[src/rtl/assert_macros.svh]
// ----------------------------------------------------------------------------
// Assertion macros
// Clocked concurrent assertion helpers shared by the RTL. They expand to
// nothing when SYNTHESIS is defined.
// ----------------------------------------------------------------------------
`ifndef ASSERT_MACROS_SVH
`define ASSERT_MACROS_SVH

`ifndef SYNTHESIS

// A property that must hold at every clock edge outside reset.
`define NPC_ASSERT(lbl, clk, rst_n, prop, msg) \
    lbl: assert property (@(posedge clk) disable iff (!rst_n) (prop)) else $error(msg);

// An implication checked at every clock edge outside reset.
`define NPC_ASSERT_IMPL(lbl, clk, rst_n, ante, cons, msg) \
    lbl: assert property (@(posedge clk) disable iff (!rst_n) (ante) |-> (cons)) \
        else $error(msg);

`else

`define NPC_ASSERT(lbl, clk, rst_n, prop, msg)

`define NPC_ASSERT_IMPL(lbl, clk, rst_n, ante, cons, msg)

`endif

`endif

[src/rtl/npc_pkg.sv]
// ----------------------------------------------------------------------------
// npc_pkg
// Types, codes and constants shared by the nearest palette color unit.
// ----------------------------------------------------------------------------
`timescale 1ns / 1ps

package npc_pkg;

    // Default number of palette entries.
    localparam int PALETTE_DEPTH_DEF = 16;

    // Channel, distance and configuration widths.
    localparam int CH_W       = 8;
    localparam int TERM_W     = 16;
    localparam int DIST_W     = 18;
    localparam int IDX_W      = 4;
    localparam int CFG_IDX_W  = 3;
    localparam int CFG_DATA_W = 24;
    localparam int SLOPE_W    = 16;
    localparam int SIZE_W     = 5;

    // Item commands.
    localparam logic CMD_WRITE = 1'b0;
    localparam logic CMD_MAP   = 1'b1;

    // Distance modes; the unused code behaves as Euclidean.
    typedef enum logic [1:0] {
        MODE_EUCLID    = 2'd0,
        MODE_MANHATTAN = 2'd1,
        MODE_REMAP     = 2'd2
    } t_mode;

    // Configuration register indexes.
    typedef enum logic [CFG_IDX_W-1:0] {
        CFG_MAPPING_MODE   = 3'd0,
        CFG_PALETTE_SIZE   = 3'd1,
        CFG_INPUT_MINIMUM  = 3'd2,
        CFG_OUTPUT_MINIMUM = 3'd3,
        CFG_SLOPE_RED      = 3'd4,
        CFG_SLOPE_GREEN    = 3'd5,
        CFG_SLOPE_BLUE     = 3'd6
    } t_cfg_idx;

    // Packed RGB color, red in the upper byte.
    typedef struct packed {
        logic [CH_W-1:0] red;
        logic [CH_W-1:0] green;
        logic [CH_W-1:0] blue;
    } t_rgb;

    // Input item.
    typedef struct packed {
        logic             cmd;
        logic [IDX_W-1:0] entry_index;
        logic [CH_W-1:0]  pixel_red;
        logic [CH_W-1:0]  pixel_green;
        logic [CH_W-1:0]  pixel_blue;
    } t_in_item;

    // Result item.
    typedef struct packed {
        logic [IDX_W-1:0] nearest_index;
        logic [CH_W-1:0]  nearest_red;
        logic [CH_W-1:0]  nearest_green;
        logic [CH_W-1:0]  nearest_blue;
    } t_out_item;

endpackage

[src/rtl/npc_remap_chan.sv]
// ----------------------------------------------------------------------------
// npc_remap_chan
// Two-stage linear remap of one color channel: Q8.8 slope times offset pixel,
// plus the output minimum, truncated and clamped to 0..255.
// ----------------------------------------------------------------------------
`timescale 1ns / 1ps

module npc_remap_chan (
    input  logic                          i_clk,
    input  logic                          i_en,
    input  logic                          i_remap,
    input  logic [npc_pkg::CH_W-1:0]      i_pixel,
    input  logic [npc_pkg::CH_W-1:0]      i_in_min,
    input  logic [npc_pkg::CH_W-1:0]      i_out_min,
    input  logic [npc_pkg::SLOPE_W-1:0]   i_slope,
    output logic [npc_pkg::CH_W-1:0]      o_color
);

    localparam int PROD_W = npc_pkg::SLOPE_W + npc_pkg::CH_W + 2;
    localparam int SUM_W  = PROD_W + 1;

    logic signed [npc_pkg::CH_W:0]   n_diff;
    logic signed [PROD_W-1:0]        n_prod;
    logic signed [PROD_W-1:0]        r_prod;
    logic [npc_pkg::CH_W-1:0]        r_pix;
    logic                            r_remap;
    logic [SUM_W-1:0]                n_sum;
    logic [SUM_W-9:0]                n_int;
    logic [npc_pkg::CH_W-1:0]        n_color;
    logic [npc_pkg::CH_W-1:0]        r_color;

    // Stage one: offset the pixel and scale it by the slope.
    assign n_diff = $signed({1'b0, i_pixel}) - $signed({1'b0, i_in_min});
    assign n_prod = PROD_W'($signed({1'b0, i_slope})) * PROD_W'(n_diff);

    always_ff @(posedge i_clk) begin
        if (i_en) begin
            r_prod  <= n_prod;
            r_pix   <= i_pixel;
            r_remap <= i_remap;
        end
    end

    // Stage two: add the output minimum in Q8.8, then truncate and clamp.
    assign n_sum = {{(SUM_W-npc_pkg::CH_W-8){1'b0}}, i_out_min, 8'h00}
                 + {r_prod[PROD_W-1], r_prod};
    assign n_int = n_sum[SUM_W-1:8];

    always_comb begin
        if (!r_remap) begin
            n_color = r_pix;
        end else if (n_sum[SUM_W-1]) begin
            n_color = '0;
        end else if (|n_int[SUM_W-9:npc_pkg::CH_W]) begin
            n_color = '1;
        end else begin
            n_color = n_int[npc_pkg::CH_W-1:0];
        end
    end

    always_ff @(posedge i_clk) begin
        if (i_en) begin
            r_color <= n_color;
        end
    end

    assign o_color = r_color;

endmodule

[config.mk]
export PLATFORM = sky130hd
export DESIGN_NAME = npc_remap_chan
export DESIGN_NICKNAME = d
export VERILOG_FILES = /design/src/rtl/assert_macros.svh /design/src/rtl/npc_pkg.sv /design/src/rtl/npc_remap_chan.sv
export SDC_FILE = /design/constraint.sdc
export NUM_CORES = 1
export LEC_CHECK = 0
export BUFFER_PORTS_ARGS = -buffer_cell sky130_fd_sc_hd__buf_2
export CORE_ASPECT_RATIO = 1.75
export CORE_MARGIN = 10
export CORE_UTILIZATION = 64
export CTS_BUF_LIST = sky130_fd_sc_hd__clkbuf_8
export CTS_CLUSTER_DIAMETER = 50
export DETAILED_ROUTE_END_ITERATION = 6
export PLACE_DENSITY = 0.95
export SLEW_MARGIN = 30
export SYNTH_ARGS = -nofsm -noshare
export SYNTH_HDL_FRONTEND = slang
export SYNTH_SLANG_ARGS = --single-unit
[constraint.sdc]
create_clock -name i_clk -period 8.6 [get_ports i_clk]
set_clock_uncertainty 0.15 [all_clocks]
set_input_delay 1.29 -clock i_clk [delete_from_list [all_inputs] [get_ports i_clk]]
set_output_delay 1.29 -clock i_clk [all_outputs]
set_load 0.05 [all_outputs]
* Word-level counts from Yosys, hierarchy flattened
Cells that the tools add are included.
** Word-level totals
- Register bits :: 43
** Cells by class
- $add $sub $neg :: 2
- $mul :: 1
- Mux-type cells :: 3
- Reductions and logical operators :: 1
** Operators with widths (count)
- 17-bit by 26-bit adder with 27-bit output :: 1
- 17-bit by 9-bit multiplier with 26-bit output :: 1
- 8-bit 2-to-1 mux :: 3
- 11-bit OR reduction :: 1
- 8-bit by 8-bit subtractor with 9-bit output :: 1

* Longest topological paths before layout
Gate-level depths: netlist of the first run.
- Word-level depth :: 5
- Depth in mapped cells :: 29
- Gate-level depth less buffers :: 28

* Worst setup path after synthesis of the first run
Ideal clock, no wire load.
- Path kind :: input to register
- Start :: in i_pixel[0] (netlist bit)
- End :: reg r_prod[25], data pin
- Required time :: 8185 ps
- Stages on the path :: 27
- Setup time :: 265 ps
- Path slack :: 659 ps
- Arrival :: 7525 ps
- Cell sequence :: inv_1 > ha_1 > fa_1 > nor2b_1 > o21ai_0 > nand2b_1 > a21oi_1 > o21ai_1 > xor2_1 > clkbuf_1 > nand2_1 > fa_1 > fa_1 > inv_1 > fa_1 > fa_1 > inv_1 > fa_1 > inv_1 > ha_1 > o21a_1 > o2111ai_1 > o21ai_4 > a221oi_2 > o21ai_4 > and4_1 > or3_1
** Between the ends
- Cells in the longest elaborated chain, start to end :: 2
** RTL lines
- from (decl) :: line npc_remap_chan.sv:12 : input logic [npc_pkg::CH_W-1:0] i_pixel,
- 8-bit by 8-bit subtractor with 9-bit output :: line npc_remap_chan.sv:33 : assign n_diff = $signed({1'b0, i_pixel}) - $signed({1'b0, i_in_min});
- 17-bit by 9-bit multiplier with 26-bit output :: line npc_remap_chan.sv:34 : assign n_prod = PROD_W'($signed({1'b0, i_slope})) * PROD_W'(n_diff);
- net n_prod[25] :: line npc_remap_chan.sv:23 : logic signed [PROD_W-1:0] n_prod;
- to (signal assigned) :: line npc_remap_chan.sv:38 : r_prod <= n_prod;
- to (decl) :: line npc_remap_chan.sv:24 : logic signed [PROD_W-1:0] r_prod;
The timed path passes the listed nets, and every way through them passes these cells.
A chain may end at the register's enable or synchronous reset.

* Worst setup path after layout of the first run
Same ends and word-level chain as after synthesis.

==> flow_metrics.tcl, run 1 <==
set metrics [dict create \
    ant_nets 0 \
    syn_to_final_growth_pct 7.64 \
    ys_warn_count 0 \
    drt-wirelength-per-cell_um 19.7 \
    worst-path-stages 28 \
    cts.sinks 35 \
    grt_use_total_pct 23.1 \
    final_max_slew_viol_count 0 \
    antenna_found_initial 0 \
    synth_flop_cell "edfxtp_1" \
    clkSlewWorstSetupHoldPaths_ps 80 \
    start_util_pct 65.6 \
    die_area_sq_um 15300 \
    cp.required_ps 8510 \
    hold_viol_final 0 \
    place_congestion 0.901 \
    min_from "r_pix[6]" \
    cts_buffers 5 \
    clk_latency_ps 310 \
    vias 5340 \
    grt_overflow 0 \
    endpoint_kind "register" \
    crit_slowest_cell "fa_1" \
    cp.arrival_ps 8170 \
    ctsLongestPathBuffers 2 \
    crit_fanout 6 \
    max_freq_ghz 0.121 \
    htreeDepth 2 \
    seqCellArea_sq_um 1050 \
    synth_edf_count 35 \
    r2r-start "r_prod[8]" \
    critical_path.top_delay_family "adder cells" \
    seq_area_frac_synth_pct 15.5 \
    drive_gt1_share_pct 12.2 \
    slew_headroom_pct 45.6 \
    finalSetupTns_ps 0 \
    grt_pass1_wl_um 29000 \
    die_y_um 156 \
    most-common-layout-cells "inv_1, fa_1, ha_1, nand2_1, buf_2" \
    port_buffers 50 \
    cts-root-buf "clkbuf_8" \
    finalSetupViolCount 0 \
    synthArstFlopShare_pct 0 \
    nets 967 \
    core_area_sq_um 10400 \
    nFillCells 667 \
    rsz0062_at_grt "false" \
    first_pass_iters 5 \
    max_cap_viol_count 0 \
    start_kind "input port" \
    synth_nets 922 \
    worstRegToRegCells 11 \
    holdPathStages 1 \
    grt_pass1_vias 6203 \
    crit_path_frequent_cell "fa_1" \
    drt-initial-drc-count 450 \
    die_w_um 97.9 \
    ys_types 55 \
    multi_input_area_sq_um 5220 \
    drt_wl_total_um 17200 \
    ys_ff_latch 35 \
    ios 51 \
    synth.avg_cell_area_sq_um 9.74 \
    drc 0 \
    cp.buffers_inverters 5 \
    grt_max_degree 36 \
    syn_inst 698 \
    layout_worst_path_cycle_share_pct 96.0 \
    antenna_cells 0 \
    via_per_inst 6.13 \
    final_common_cell "inv_1" \
    period_minus_slack_ps 8260 \
    critPathLaunch "i_pixel[0]" \
    hold_buffers 0 \
    netlist_area_sq_um 6800 \
    cts_tree "done" \
    slowest_delay_ps 550 \
    rows 49 \
    outcome "finished clean" \
    critPathKind "in -> reg" \
    dpl.hpwl_um 14000 \
    hold_class "reg -> reg" \
    max_slew.worst_pin.slew_ps 816 \
]
flip-flops by register name (all words and copies together), names as in the netlist:
| name | flops |
|---|---|
| r_remap | 1 |
| o_color | 8 |
| r_prod | 18 |
| r_pix | 8 |
per-layer routing:
metal,global-route usage [%],part of all wire [%]
met1,21.7,31
met2,42.4,54
met3,4.45,6.8
met4,18.0,7.6
met5,0,0
final timing paths:
kind,to,slack (ps)
max,r_prod[25],340
min,o_color[6],470
max reg2reg,o_color[2],5340
min reg2reg,o_color[6],470
repair_timing:
action                                  4_1_cts  5_1_grt
gates resized for setup                       0        1
endpoints found under the setup margin        0        1
setup buffers                                 0        0
cell families (layout without fill, tap and decap cells):
family	Yosys count	after routing	synth area share, %
buffers and inverters	141	187	7.82
adder cells (fa/ha/maj)	181	181	44.4
multiplexers	17	17	2.61
flip-flops	35	35	15.5
AO/OA/AOI/OAI	75	75	9.02
AND/OR/NAND/NOR	222	222	17.2
XOR/XNOR	27	27	3.48
per-stage QoR:
| stage | setup WS [ps] | util [%] | area, sq um | std cells | hold WS, ps |
|---|---|---|---|---|---|
| after global placement | 476 | 69.4 | 7190 | 863 | 427 |
| after global routing | 30.2 | 70.6 | 7320 | 871 | 476 |
| after detailed placement | 110 | 69.4 | 7190 | 863 | 447 |
| after CTS | 382 | 70.5 | 7310 | 871 | 466 |
| final | 344 | 70.6 | 7320 | 871 | 466 |
| after floorplan | 659 | - | 6800 | 698 | 418 |
cell usage after synthesis (all sizes together) (2+ instances only):
library cell / number / area (sq um)
nand2: 63 / 236
fa: 100 / 2000
nor4: 3 / 18.8
a21boi: 2 / 15.0
a21oi: 16 / 87.6
nand2b: 45 / 282
xnor2: 18 / 158
o221a: 8 / 90.1
or2: 7 / 43.8
nor3: 6 / 30.0
o211ai: 2 / 20.0
nand3: 5 / 25.0
ha: 81 / 1010
mux2: 6 / 67.6
nor2b: 12 / 75.1
o21a: 7 / 52.6
o22ai: 2 / 12.5
inv: 120 / 450
or3: 2 / 12.5
a31oi: 3 / 18.8
edfxtp: 35 / 1050
clkbuf: 18 / 67.6
buf: 3 / 13.8
a2111oi: 3 / 46.3
mux2i: 11 / 110
o31ai: 4 / 30.0
o2111ai: 2 / 23.8
xor2: 9 / 78.8
nand4: 3 / 18.8
a21o: 6 / 45.0
o21ai: 14 / 100
and2: 47 / 294
nor2: 24 / 90.1
final cells by class:
| class | count | area share (%) |
|---|---|---|
| Multi-Input combinational cell | 522 | 71.4 |
| Sequential cell | 35 | 14.4 |
| Clock inverter | 3 | 0.650 |
| Clock buffer | 5 | 0.940 |
| Timing Repair Buffer | 59 | 4.34 |
| Inverter | 120 | 6.16 |
| Tap cell | 127 | 2.17 |
Power of run 1 is not shown: default switching activity piles up to over one toggle a cycle in this logic, so the estimate is an artifact.
==> run 2, diff against run 1 <==
CORE_MARGIN = 8   (was 10)
==> flow_metrics.tcl, run 2 (synthesized netlist as in run 1, its figures left out) <==
set metrics [dict create \
    outcome "finished clean" \
    drt-initial-drc-count 355 \
    multi_input_area_sq_um 5220 \
    slew_headroom_pct 47.2 \
    grt_overflow 0 \
    final_common_cell "inv_1" \
    place_congestion 0.915 \
    dpl.hpwl_um 14100 \
    hold_buffers 0 \
    worstRegToRegCells 11 \
    most-common-layout-cells "inv_1, fa_1, ha_1, nand2_1, buf_2" \
    grt_use_total_pct 25.1 \
    finalSetupTns_ps 0 \
    ctsLongestPathBuffers 2 \
    start_kind "input port" \
    syn_to_final_growth_pct 7.18 \
    critPathKind "in -> reg" \
    nFillCells 731 \
    ios 51 \
    ctsResizeCount 0 \
    hold_class "reg -> reg" \
    drive_gt1_share_pct 12.0 \
    drc 0 \
    critPathLaunch "i_pixel[0]" \
    crit_fanout 6 \
    crit_slowest_cell "fa_1" \
    nets 966 \
    cts-root-buf "clkbuf_8" \
    hold_viol_final 0 \
    cts_tree "done" \
    grt_pass1_vias 6128 \
    rsz0062_at_grt "false" \
    crit_path_frequent_cell "fa_1" \
    cts.sinks 35 \
    cp.required_ps 8510 \
    max_cap_viol_count 0 \
    seqCellArea_sq_um 1050 \
    layout_worst_path_cycle_share_pct 95.7 \
    endpoint "r_prod[22]" \
    largest_reg_flops 18 \
    top_register "r_prod" \
    finalSetupViolCount 0 \
    grt_pass1_wl_um 28400 \
    clk_latency_ps 310 \
    cts_buffers 5 \
    ant_nets 0 \
    cp.arrival_ps 8140 \
    slowest_delay_ps 550 \
    core_area_sq_um 10500 \
    endpoint_kind "register" \
    final_max_slew_viol_count 0 \
    htreeDepth 2 \
    drt-wirelength-per-cell_um 19.5 \
    vias 5381 \
    regToRegSetupSlack_ps 5480 \
    max_freq_ghz 0.121 \
    first_pass_iters 5 \
    max_slew.worst_pin.slew_ps 792 \
    grt_max_degree 36 \
    port_buffers 50 \
    die_area_sq_um 14300 \
    die_w_um 93.9 \
    period_minus_slack_ps 8230 \
    r2r_end "o_color[5]" \
    post_cts_buffers 0 \
    r2r-start "r_prod[8]" \
    rows 50 \
    die_y_um 152 \
    via_per_inst 6.16 \
    antenna_found_initial 1 \
    drt_wl_total_um 17100 \
    clkSlewWorstSetupHoldPaths_ps 70 \
    start_util_pct 64.7 \
]
==> run 2: layout make-up <==
cell class	count	area share, %
repair buffers	58	4.26
inverters	120	6.18
diodes	1	0.0343
clock buffers	5	0.945
multi-input cells	522	71.6
flip-flops and latches	35	14.4
well taps	130	2.23
clock inverters	3	0.326
==> run 2: worst min-delay path by stage <==
stage | startpoint | endpoint | slack [ps] | cells after the start
after detailed placement | r_pix[2] | o_color[2] | 440 | 1
after global routing | r_pix[4] | o_color[4] | 480 | 1
after CTS | r_pix[4] | o_color[4] | 460 | 1
after floorplan | r_pix[0] | o_color[0] | 420 | 1
final | r_pix[7] | o_color[7] | 460 | 1
after global placement | r_pix[5] | o_color[5] | 430 | 1
==> run 2: worst max-delay path, delay by kind of cell <==
| family | cells | cell delay [ps] |
|---|---|---|
| AND/OR/NAND/NOR | 4 | 650 |
| adder cells (fa/ha/maj) | 8 | 3360 |
| XOR/XNOR | 1 | 160 |
| AO/OA/AOI/OAI | 11 | 2330 |
| buffers and inverters | 5 | 350 |
==> run 2: routing by layer <==
metal,routed length [um],global-route usage [%]
met3,1100,3.95
met5,0,0
met1,5400,24.2
met4,1240,18.4
met2,9340,45.5
==> run 2: per-stage QoR <==
stage | std cells | setup WS (ps) | hold WS (ps) | cell area [sq um] | util, %
after floorplan | 698 | 659 | 418 | 6800 | -
after global placement | 865 | 504 | 428 | 7190 | 68.4
after detailed placement | 865 | 173 | 439 | 7190 | 68.4
after CTS | 873 | 413 | 458 | 7280 | 69.3
after global routing | 874 | 8.41 | 475 | 7290 | 69.3
final | 874 | 369 | 461 | 7290 | 69.3
Power of run 2 is left out for the same reason.
